===== config.mk =====
export PLATFORM = sky130hd
export DESIGN_NAME = radial_falloff_sprite_pixel
export DESIGN_NICKNAME = d
export VERILOG_FILES = /design/src/rtl/core/rfs_pkg.sv /design/src/rtl/core/rfs_dist.sv /design/src/rtl/core/rfs_root.sv /design/src/rtl/core/rfs_shade.sv /design/src/rtl/core/radial_falloff_sprite_pixel.sv
export SDC_FILE = /design/constraint.sdc
export NUM_CORES = 2
export LEC_CHECK = 0
export ABC_AREA = 1
export BUFFER_PORTS_ARGS = -buffer_cell sky130_fd_sc_hd__buf_4
export CORE_MARGIN = 2
export CORE_UTILIZATION = 55
export CTS_CLUSTER_SIZE = 16
export DETAILED_ROUTE_END_ITERATION = 7
export PLACE_DENSITY = 0.74
export SLEW_MARGIN = 20
export SYNTH_ARGS = -nofsm -noshare
export SYNTH_HDL_FRONTEND = slang
export SYNTH_HIERARCHICAL = 1
export SYNTH_SLANG_ARGS = --single-unit
export TNS_END_PERCENT = 20

===== constraint.sdc =====
create_clock -name clk -period 6.6 [get_ports clk]
set_clock_uncertainty 0.05 [all_clocks]
set_input_delay 0.33 -clock clk [delete_from_list [all_inputs] [get_ports clk]]
set_output_delay 0.33 -clock clk [all_outputs]
set_load 0.1 [all_outputs]

===== src/rtl/core/rfs_pkg.sv =====
package rfs_pkg;

  // sprite geometry
  localparam int SPRITE_SIZE = 32;
  localparam int COORD_W     = 5;

  // fixed point formats
  localparam int FRAC_W      = 16;
  localparam int FRAC_ONE    = 1 << FRAC_W;
  localparam int A_W         = FRAC_W + 1;
  localparam int COEF_BASE   = 36045;
  localparam int COEF_RIM    = 29491;
  localparam int ALPHA_W     = 8;
  localparam int ALPHA_SCALE = 255;
  localparam int TINT_W      = 8;
  localparam int WORD_W      = 4 * TINT_W;

  // stream packing
  localparam int IN_DATA_W   = ((2 * COORD_W + 7) / 8) * 8;

  // centered coordinate, its square and the disc limit
  localparam int U_W         = $clog2((2 << COORD_W) + SPRITE_SIZE) + 1;
  localparam int S_WIDE_W    = 2 * U_W + 1;
  localparam int DISC_LIM    = SPRITE_SIZE * SPRITE_SIZE;
  localparam int SQ_W        = $clog2(DISC_LIM);

  // root extraction of s * 2^(2*FRAC_W)
  localparam int ROOT_W      = $clog2(SPRITE_SIZE * FRAC_ONE);
  localparam int RAD_W       = 2 * ROOT_W;
  localparam int REM_W       = ROOT_W + 3;
  localparam int ROOT_STEPS  = 3;
  localparam int ROOT_STAGES = (ROOT_W + ROOT_STEPS - 1) / ROOT_STEPS;

  // configuration register indexes
  localparam int CFG_IDX_W   = 2;
  localparam logic [CFG_IDX_W-1:0] REG_TINT_RED   = 2'd0;
  localparam logic [CFG_IDX_W-1:0] REG_TINT_GREEN = 2'd1;
  localparam logic [CFG_IDX_W-1:0] REG_TINT_BLUE  = 2'd2;

  typedef struct packed {
    logic [SQ_W-1:0] s;
    logic            covered;
  } dist_req_t;

  typedef struct packed {
    logic [ROOT_W-1:0] root;
    logic              covered;
  } root_req_t;

  typedef struct packed {
    logic [RAD_W-1:0]  rad;
    logic [REM_W-1:0]  rem;
    logic [ROOT_W-1:0] root;
    logic              covered;
  } root_work_t;

  typedef struct packed {
    logic [TINT_W-1:0] red;
    logic [TINT_W-1:0] green;
    logic [TINT_W-1:0] blue;
  } tint_t;

  // a few digit steps of the bit-pair square root
  function automatic root_work_t root_steps(root_work_t cur, int base);
    root_work_t       nxt;
    logic [REM_W-1:0] trial;
    nxt = cur;
    for (int k = 0; k < ROOT_STEPS; k++) begin
      if (base + k < ROOT_W) begin
        nxt.rem = {nxt.rem[REM_W-3:0], nxt.rad[RAD_W-1 -: 2]};
        nxt.rad = {nxt.rad[RAD_W-3:0], 2'b00};
        trial = {{(REM_W-ROOT_W-2){1'b0}}, nxt.root, 2'b01};
        if (nxt.rem >= trial) begin
          nxt.rem  = nxt.rem - trial;
          nxt.root = {nxt.root[ROOT_W-2:0], 1'b1};
        end else begin
          nxt.root = {nxt.root[ROOT_W-2:0], 1'b0};
        end
      end
    end
    return nxt;
  endfunction

endpackage


===== src/rtl/core/rfs_dist.sv =====
module rfs_dist (
  input  logic                     clk,
  input  logic                     rst,
  input  logic                     in_valid,
  output logic                     in_ready,
  input  logic [rfs_pkg::COORD_W-1:0] in_col,
  input  logic [rfs_pkg::COORD_W-1:0] in_row,
  output logic                     out_valid,
  input  logic                     out_ready,
  output rfs_pkg::dist_req_t       out_req
);
  import rfs_pkg::*;

  logic signed [U_W-1:0]   u;
  logic signed [U_W-1:0]   v;
  logic [2*U_W-1:0]        usq;
  logic [2*U_W-1:0]        vsq;
  logic [S_WIDE_W-1:0]     s_wide;
  logic                    in_disc;

  always_comb begin
    u       = $signed({{(U_W-COORD_W-1){1'b0}}, in_col, 1'b1}) - U_W'(SPRITE_SIZE);
    v       = $signed({{(U_W-COORD_W-1){1'b0}}, in_row, 1'b1}) - U_W'(SPRITE_SIZE);
    usq     = u * u;
    vsq     = v * v;
    s_wide  = {1'b0, usq} + {1'b0, vsq};
    in_disc = s_wide < S_WIDE_W'(DISC_LIM);
  end

  assign in_ready = !out_valid || out_ready;

  always_ff @(posedge clk) begin
    if (rst) begin
      out_valid <= 1'b0;
    end else if (in_ready) begin
      out_valid <= in_valid;
    end
  end

  // outside pixels feed zero into the root so the root stays in range
  always_ff @(posedge clk) begin
    if (in_valid && in_ready) begin
      out_req.covered <= in_disc;
      out_req.s       <= in_disc ? s_wide[SQ_W-1:0] : '0;
    end
  end

  a_outside_zero: assert property (@(posedge clk) disable iff (rst)
    (out_valid && !out_req.covered) |-> (out_req.s == '0))
    else $error("outside pixel carries a nonzero distance");

endmodule


===== src/rtl/core/rfs_root.sv =====
module rfs_root (
  input  logic               clk,
  input  logic               rst,
  input  logic               in_valid,
  output logic               in_ready,
  input  rfs_pkg::dist_req_t in_req,
  output logic               out_valid,
  input  logic               out_ready,
  output rfs_pkg::root_req_t out_req
);
  import rfs_pkg::*;

  // incoming request, then one entry per stage register
  root_work_t work_in;
  logic       vld  [ROOT_STAGES];
  root_work_t work [ROOT_STAGES];
  logic       rdy  [ROOT_STAGES+1];

  assign work_in.rad     = RAD_W'({in_req.s, {(2*FRAC_W){1'b0}}});
  assign work_in.rem     = '0;
  assign work_in.root    = '0;
  assign work_in.covered = in_req.covered;
  assign rdy[ROOT_STAGES] = out_ready;
  assign in_ready        = rdy[0];

  for (genvar g = 0; g < ROOT_STAGES; g++) begin : g_stage
    logic       prev_vld;
    root_work_t prev_work;

    if (g == 0) begin : g_first
      assign prev_vld  = in_valid;
      assign prev_work = work_in;
    end else begin : g_next
      assign prev_vld  = vld[g-1];
      assign prev_work = work[g-1];
    end

    assign rdy[g] = !vld[g] || rdy[g+1];

    always_ff @(posedge clk) begin
      if (rst) begin
        vld[g] <= 1'b0;
      end else if (rdy[g]) begin
        vld[g] <= prev_vld;
      end
    end

    always_ff @(posedge clk) begin
      if (prev_vld && rdy[g]) begin
        work[g] <= root_steps(prev_work, g * ROOT_STEPS);
      end
    end
  end

  assign out_valid       = vld[ROOT_STAGES-1];
  assign out_req.root    = work[ROOT_STAGES-1].root;
  assign out_req.covered = work[ROOT_STAGES-1].covered;

  a_root_range: assert property (@(posedge clk) disable iff (rst)
    out_valid |-> ((ROOT_W+1)'(out_req.root) < (ROOT_W+1)'(SPRITE_SIZE * FRAC_ONE)))
    else $error("root reaches the disc radius");

  a_root_outside: assert property (@(posedge clk) disable iff (rst)
    (out_valid && !out_req.covered) |-> (out_req.root == '0))
    else $error("outside pixel has a nonzero root");

endmodule


===== src/rtl/core/rfs_shade.sv =====
module rfs_shade (
  input  logic                       clk,
  input  logic                       rst,
  input  logic                       in_valid,
  output logic                       in_ready,
  input  rfs_pkg::root_req_t         in_req,
  input  rfs_pkg::tint_t             tint,
  output logic                       m_tvalid,
  input  logic                       m_tready,
  output logic [rfs_pkg::WORD_W-1:0] m_tdata,
  output logic                       m_tuser
);
  import rfs_pkg::*;

  // stage a: distance and its complement
  logic              a_vld;
  logic [FRAC_W-1:0] a_d;
  logic [A_W-1:0]    a_a;
  logic              a_cov;
  // stage b: squared complement and rim factor
  logic              b_vld;
  logic [A_W-1:0]    b_a2;
  logic [FRAC_W-1:0] b_f;
  logic              b_cov;
  // stage c: falloff product
  logic              c_vld;
  logic [FRAC_W-1:0] c_p;
  logic              c_cov;

  logic                 a_rdy, b_rdy, c_rdy, o_rdy;
  logic [FRAC_W-1:0]    d_next;
  logic [2*A_W-1:0]     prod_aa;
  logic [2*FRAC_W-1:0]  prod_rim;
  logic [A_W+FRAC_W-1:0] prod_af;
  logic [ALPHA_W+FRAC_W-1:0] prod_alpha;
  logic [ALPHA_W-1:0]   alpha;

  assign o_rdy    = !m_tvalid || m_tready;
  assign c_rdy    = !c_vld || o_rdy;
  assign b_rdy    = !b_vld || c_rdy;
  assign a_rdy    = !a_vld || b_rdy;
  assign in_ready = a_rdy;

  always_comb begin
    d_next     = FRAC_W'(in_req.root / ROOT_W'(SPRITE_SIZE));
    prod_aa    = a_a * a_a;
    prod_rim   = FRAC_W'(COEF_RIM) * a_d;
    prod_af    = b_a2 * b_f;
    prod_alpha = ALPHA_W'(ALPHA_SCALE) * c_p;
    alpha      = prod_alpha[FRAC_W +: ALPHA_W];
  end

  always_ff @(posedge clk) begin
    if (rst) begin
      a_vld    <= 1'b0;
      b_vld    <= 1'b0;
      c_vld    <= 1'b0;
      m_tvalid <= 1'b0;
    end else begin
      if (a_rdy) a_vld <= in_valid;
      if (b_rdy) b_vld <= a_vld;
      if (c_rdy) c_vld <= b_vld;
      if (o_rdy) m_tvalid <= c_vld;
    end
  end

  always_ff @(posedge clk) begin
    if (in_valid && a_rdy) begin
      a_d   <= d_next;
      a_a   <= A_W'(FRAC_ONE) - A_W'(d_next);
      a_cov <= in_req.covered;
    end
    if (a_vld && b_rdy) begin
      b_a2  <= prod_aa[FRAC_W +: A_W];
      b_f   <= FRAC_W'(COEF_BASE) + prod_rim[FRAC_W +: FRAC_W];
      b_cov <= a_cov;
    end
    if (b_vld && c_rdy) begin
      c_p   <= prod_af[FRAC_W +: FRAC_W];
      c_cov <= b_cov;
    end
    if (c_vld && o_rdy) begin
      m_tdata <= c_cov ? {tint.red, tint.green, tint.blue, alpha} : '0;
      m_tuser <= c_cov;
    end
  end

  a_outside_word: assert property (@(posedge clk) disable iff (rst)
    (m_tvalid && !m_tuser) |-> (m_tdata == '0))
    else $error("outside pixel gives a nonzero word");

  a_alpha_max: assert property (@(posedge clk) disable iff (rst)
    (m_tvalid && m_tuser) |-> (m_tdata[ALPHA_W-1:0] != {ALPHA_W{1'b1}}))
    else $error("alpha reached full scale");

endmodule


===== src/rtl/core/radial_falloff_sprite_pixel.sv =====
// channel   direction  handshake           payload
// s_*       in         s_tvalid/s_tready   tdata: pixel_col, pixel_row
// m_*       out        m_tvalid/m_tready   tdata: pixel_word; tuser: covered
// cfg_*     in         cfg_we              cfg_index, cfg_data (tint bytes)
//
// one request per cycle while m_tready holds; stages from input to output: 1 distance stage,
// 7 root stages (3 digits of the 21-bit square root each), 4 shading stages
// rst is synchronous, active high; it clears the valid bits and the tints
// each stage holds while its successor is full, and takes a new request as
// soon as it empties, so bubbles close up and stalls drop or repeat nothing
// tints are read at the output register; change them only when idle, the block itself does not enforce it
module radial_falloff_sprite_pixel (
  input  logic                          clk,
  input  logic                          rst,
  // slave side: pixel_col [4:0], pixel_row [9:5], zeros above
  input  logic                          s_tvalid,
  output logic                          s_tready,
  input  logic [rfs_pkg::IN_DATA_W-1:0] s_tdata,
  // master side: pixel_word [31:0]
  output logic                          m_tvalid,
  input  logic                          m_tready,
  output logic [rfs_pkg::WORD_W-1:0]    m_tdata,
  // covered [0]
  output logic                          m_tuser,
  // configuration writes
  input  logic                          cfg_we,
  input  logic [rfs_pkg::CFG_IDX_W-1:0] cfg_index,
  input  logic [rfs_pkg::TINT_W-1:0]    cfg_data
);
  import rfs_pkg::*;

  tint_t     tint;
  logic      dist_valid, dist_ready;
  dist_req_t dist_req;
  logic      root_valid, root_ready;
  root_req_t root_req;

  // tint registers, indexes past the list are ignored
  always_ff @(posedge clk) begin
    if (rst) begin
      tint <= '0;
    end else if (cfg_we) begin
      case (cfg_index)
        REG_TINT_RED:   tint.red   <= cfg_data;
        REG_TINT_GREEN: tint.green <= cfg_data;
        REG_TINT_BLUE:  tint.blue  <= cfg_data;
        default: ;
      endcase
    end
  end

  // centered coordinates, squared radius and disc test
  rfs_dist u_dist (
    .clk       (clk),
    .rst       (rst),
    .in_valid  (s_tvalid),
    .in_ready  (s_tready),
    .in_col    (s_tdata[COORD_W-1:0]),
    .in_row    (s_tdata[2*COORD_W-1:COORD_W]),
    .out_valid (dist_valid),
    .out_ready (dist_ready),
    .out_req   (dist_req)
  );

  // pipelined square root of the squared radius in q.16
  rfs_root u_root (
    .clk       (clk),
    .rst       (rst),
    .in_valid  (dist_valid),
    .in_ready  (dist_ready),
    .in_req    (dist_req),
    .out_valid (root_valid),
    .out_ready (root_ready),
    .out_req   (root_req)
  );

  // falloff products, alpha and output register
  rfs_shade u_shade (
    .clk      (clk),
    .rst      (rst),
    .in_valid (root_valid),
    .in_ready (root_ready),
    .in_req   (root_req),
    .tint     (tint),
    .m_tvalid (m_tvalid),
    .m_tready (m_tready),
    .m_tdata  (m_tdata),
    .m_tuser  (m_tuser)
  );

endmodule


==> metrics <==
Tmin final=6.285 ns; Max Clk Rate=159.1 MHz; GPL Wtd Cong=0.9216; setup ws final=0.3151 ns; worst path cell trace=nand2_1 -> fa_1 -> inv_1 -> fa_1 -> inv_1 -> fa_1 -> inv_1 -> fa_1 -> inv_1 -> fa_1 -> inv_1 -> fa_1 -> ha_1 -> a21o_1 -> a21oi_1 -> o21ai_0 -> a221oi_1 -> o21ai_0 -> xor2_1; Mapped Avg Cell Area=7.797 um^2; CP required=6.85 ns; largest net degree at the start of global routing=38; internal power=6334 uW; post-detail-place hpwl=99070 um; most used cell along the critical path=fa_1; max_slew headroom=26.16%; mapped cell area=0.05332 mm^2; Routed Wire Length=119400 um; Worst VDD drop=0.5045 mV; GR Util met1=32.24%; ANT cells=0; kind of critical path=reg2reg; Pwr Density=198.8 mW/mm^2; Core Region=0.09642 mm^2; startpoint types=flip-flop; Cell Rows=114; critical path's top delay family=adder cells; # DRC=0; worst slack, placed=-0.08085 ns; total of max-cap violations=0; CP Capture Type=flip-flop; Placed Area=0.05525 mm^2; Clock power frac=21.4%; Final Hold Fails=0; dpl cells=8102; vias in the first global route=43.44k; Comb pwr share=53.0%; Num CTS Buffers=44; Top Ports=66; Die Area=0.09945 mm^2; worst skew pair latency=0.59 ns; met3 usage=2.315%; Via density=5.169; clock sink count=357; drt pass-1 iters=6; Final setup viols=0; Die W=315.4 um; Max Fanout on Critical Path=17; effective utilization at floorplan=55.30%; Hold Worst Slack=0.03401 ns; Vias=42.45k; wire length per cell=14.54 um; CP max-delay cell=edfxtp_1; worst slew pin tran=1.106 ns; Worst R2R Setup Slack=0.32 ns; Clock Tree Buf Depth=3; post-route ant nets=0; max-slew violations=0; RSZ-0062 raised after global routing=true; fin cells=8213; grt peak-use layer=met2; worst hold path type=in2reg; 1st-iter DRT viols=2591; M2 GR Usage=44.19%; H-tree lvl count=2; NetSw=5027 uW; Total Routing Usage GR=24.84%; switching share of total power=44.25%; Worst Path Buf+Inv=5; Die Y=315.4 um; Mapped Cells=6838; Clock Tree Root=clkbuf_16; Area growth syn-to-layout=7.174%; share of power burned in registers=25.6%; Ys Warns=6; CTS tree=done; slowest stage delay, CP=0.90 ns; Leakage=0.03004 uW; Tcrit/Tclk final=95.23%; layout cell share with drive strength beyond 1=6.646%; status=complete, no violations; I/O Buffers=59; grt total ovfl=0; CP Data Arrival Time=6.54 ns; Final Cell Area=0.05714 mm^2; initial antenna violation count=0; first-pass GRT wire length=205000 um; layout net count=8088; Reg clk slew, reported paths=0.06 ns
[metrics by stage]
stage               TNS (ns)  total power, uW  util [%]
floorplan                  0             7707         -
global placement           0             8765     57.30
detailed placement   -0.1192             8880     57.30
CTS                        0            11380     58.95
global route          -1.049            12450     59.26
finish                     0            11360     59.26
[cells in the final DEF (no fill, tap or decap), types with 17 or more instances in the layout]
cell type,instances
xor2_1,132
xnor2_1,79
o21bai_1,25
a21oi_1,264
nand2_2,42
nor2_4,24
nor3_1,54
nor2_2,40
ha_1,545
edfxtp_1,328
nand3b_1,27
nor2_1,446
dfxtp_1,29
inv_1,1639
o21ai_1,33
nand4_1,85
inv_2,29
o21ai_0,180
nand2_1,1582
nand3_1,292
buf_4,148
a21o_1,17
fa_1,604
clkbuf_16,44
nand3_2,21
[worst reg2reg max path: cells and delay by family, from the launching register on]
kind,cells,cell delay (ns)
buf+inv,5,0.26
simple gates,1,0.21
flops,1,0.90
xor+xnor,1,0.22
fa+ha+maj,7,3.33
compound gates,5,1.05
[power by group through the flow]
stage	Sequential, uW	Clock, uW	Combinational [uW]
finish	2910	2430	6020
global route	2930	2570	6950
CTS	2910	2490	5980
detailed placement	2960	0	5920
global placement	2950	0	5810
floorplan	2900	0	4810
[timing repair]
| action | 4_1_cts | 5_1_grt |
|---|---|---|
| endpoints found under the hold margin | 19 | 0 |
| pin swaps | 0 | 7 |
| resized for setup | 3 | 43 |
| buffers inserted | 3 | 12 |
| cloned | 0 | 2 |
| endpoints found under the setup margin | 10 | 69 |
| hold buffers | 11 | 0 |
[area by class of cell]
type	instances	area, um^2
Multi-Input combinational cell	4655	36040
Sequential cell	357	10430
Clock inverter	25	297.8
Fill cell	8669	39280
Timing Repair Buffer	163	1287
Timing Repair inverter	1	7.507
Clock buffer	57	1160
Tap cell	1276	1597
Inverter	1679	6325
[final timing paths]
kind                     startpoint                 to  depth (start not counted)
setup / recovery    u_shade/b_f[13]    u_shade/c_p[14]                         19
hold / removal                  rst      u_shade/c_vld                          2
setup reg to reg    u_shade/b_f[13]    u_shade/c_p[14]                         19
hold reg to reg   u_root/work[3][0]  u_root/work[4][0]                          0
[metal layers]
metal / vias up / wire, um
met5: - / 0
met4: 0 / 3267
met3: 205 / 5512
met2: 980 / 59180
met1: 20147 / 51430
li1: 21117 / -
[registers in the layout (all words and copies together) (netlist names)]
| signal | count |
|---|---|
| u_shade/a_vld | 1 |
| u_shade/m_tdata | 32 |
| u_shade/b_f | 16 |
| u_shade/a_cov | 1 |
| u_dist/out_req | 10 |
| u_shade/m_tuser | 1 |
| u_shade/c_cov | 1 |
| u_shade/c_vld | 1 |
| u_shade/b_vld | 1 |
| u_root/vld | 7 |
| u_shade/a_a | 16 |
| u_dist/out_valid | 1 |
| u_shade/b_cov | 1 |
| u_root/work | 194 |
| u_shade/c_p | 16 |
| u_shade/b_a2 | 17 |
| u_shade/m_tvalid | 1 |
| tint | 24 |
| u_shade/a_d | 16 |
(Power assumes the default switching activity.)
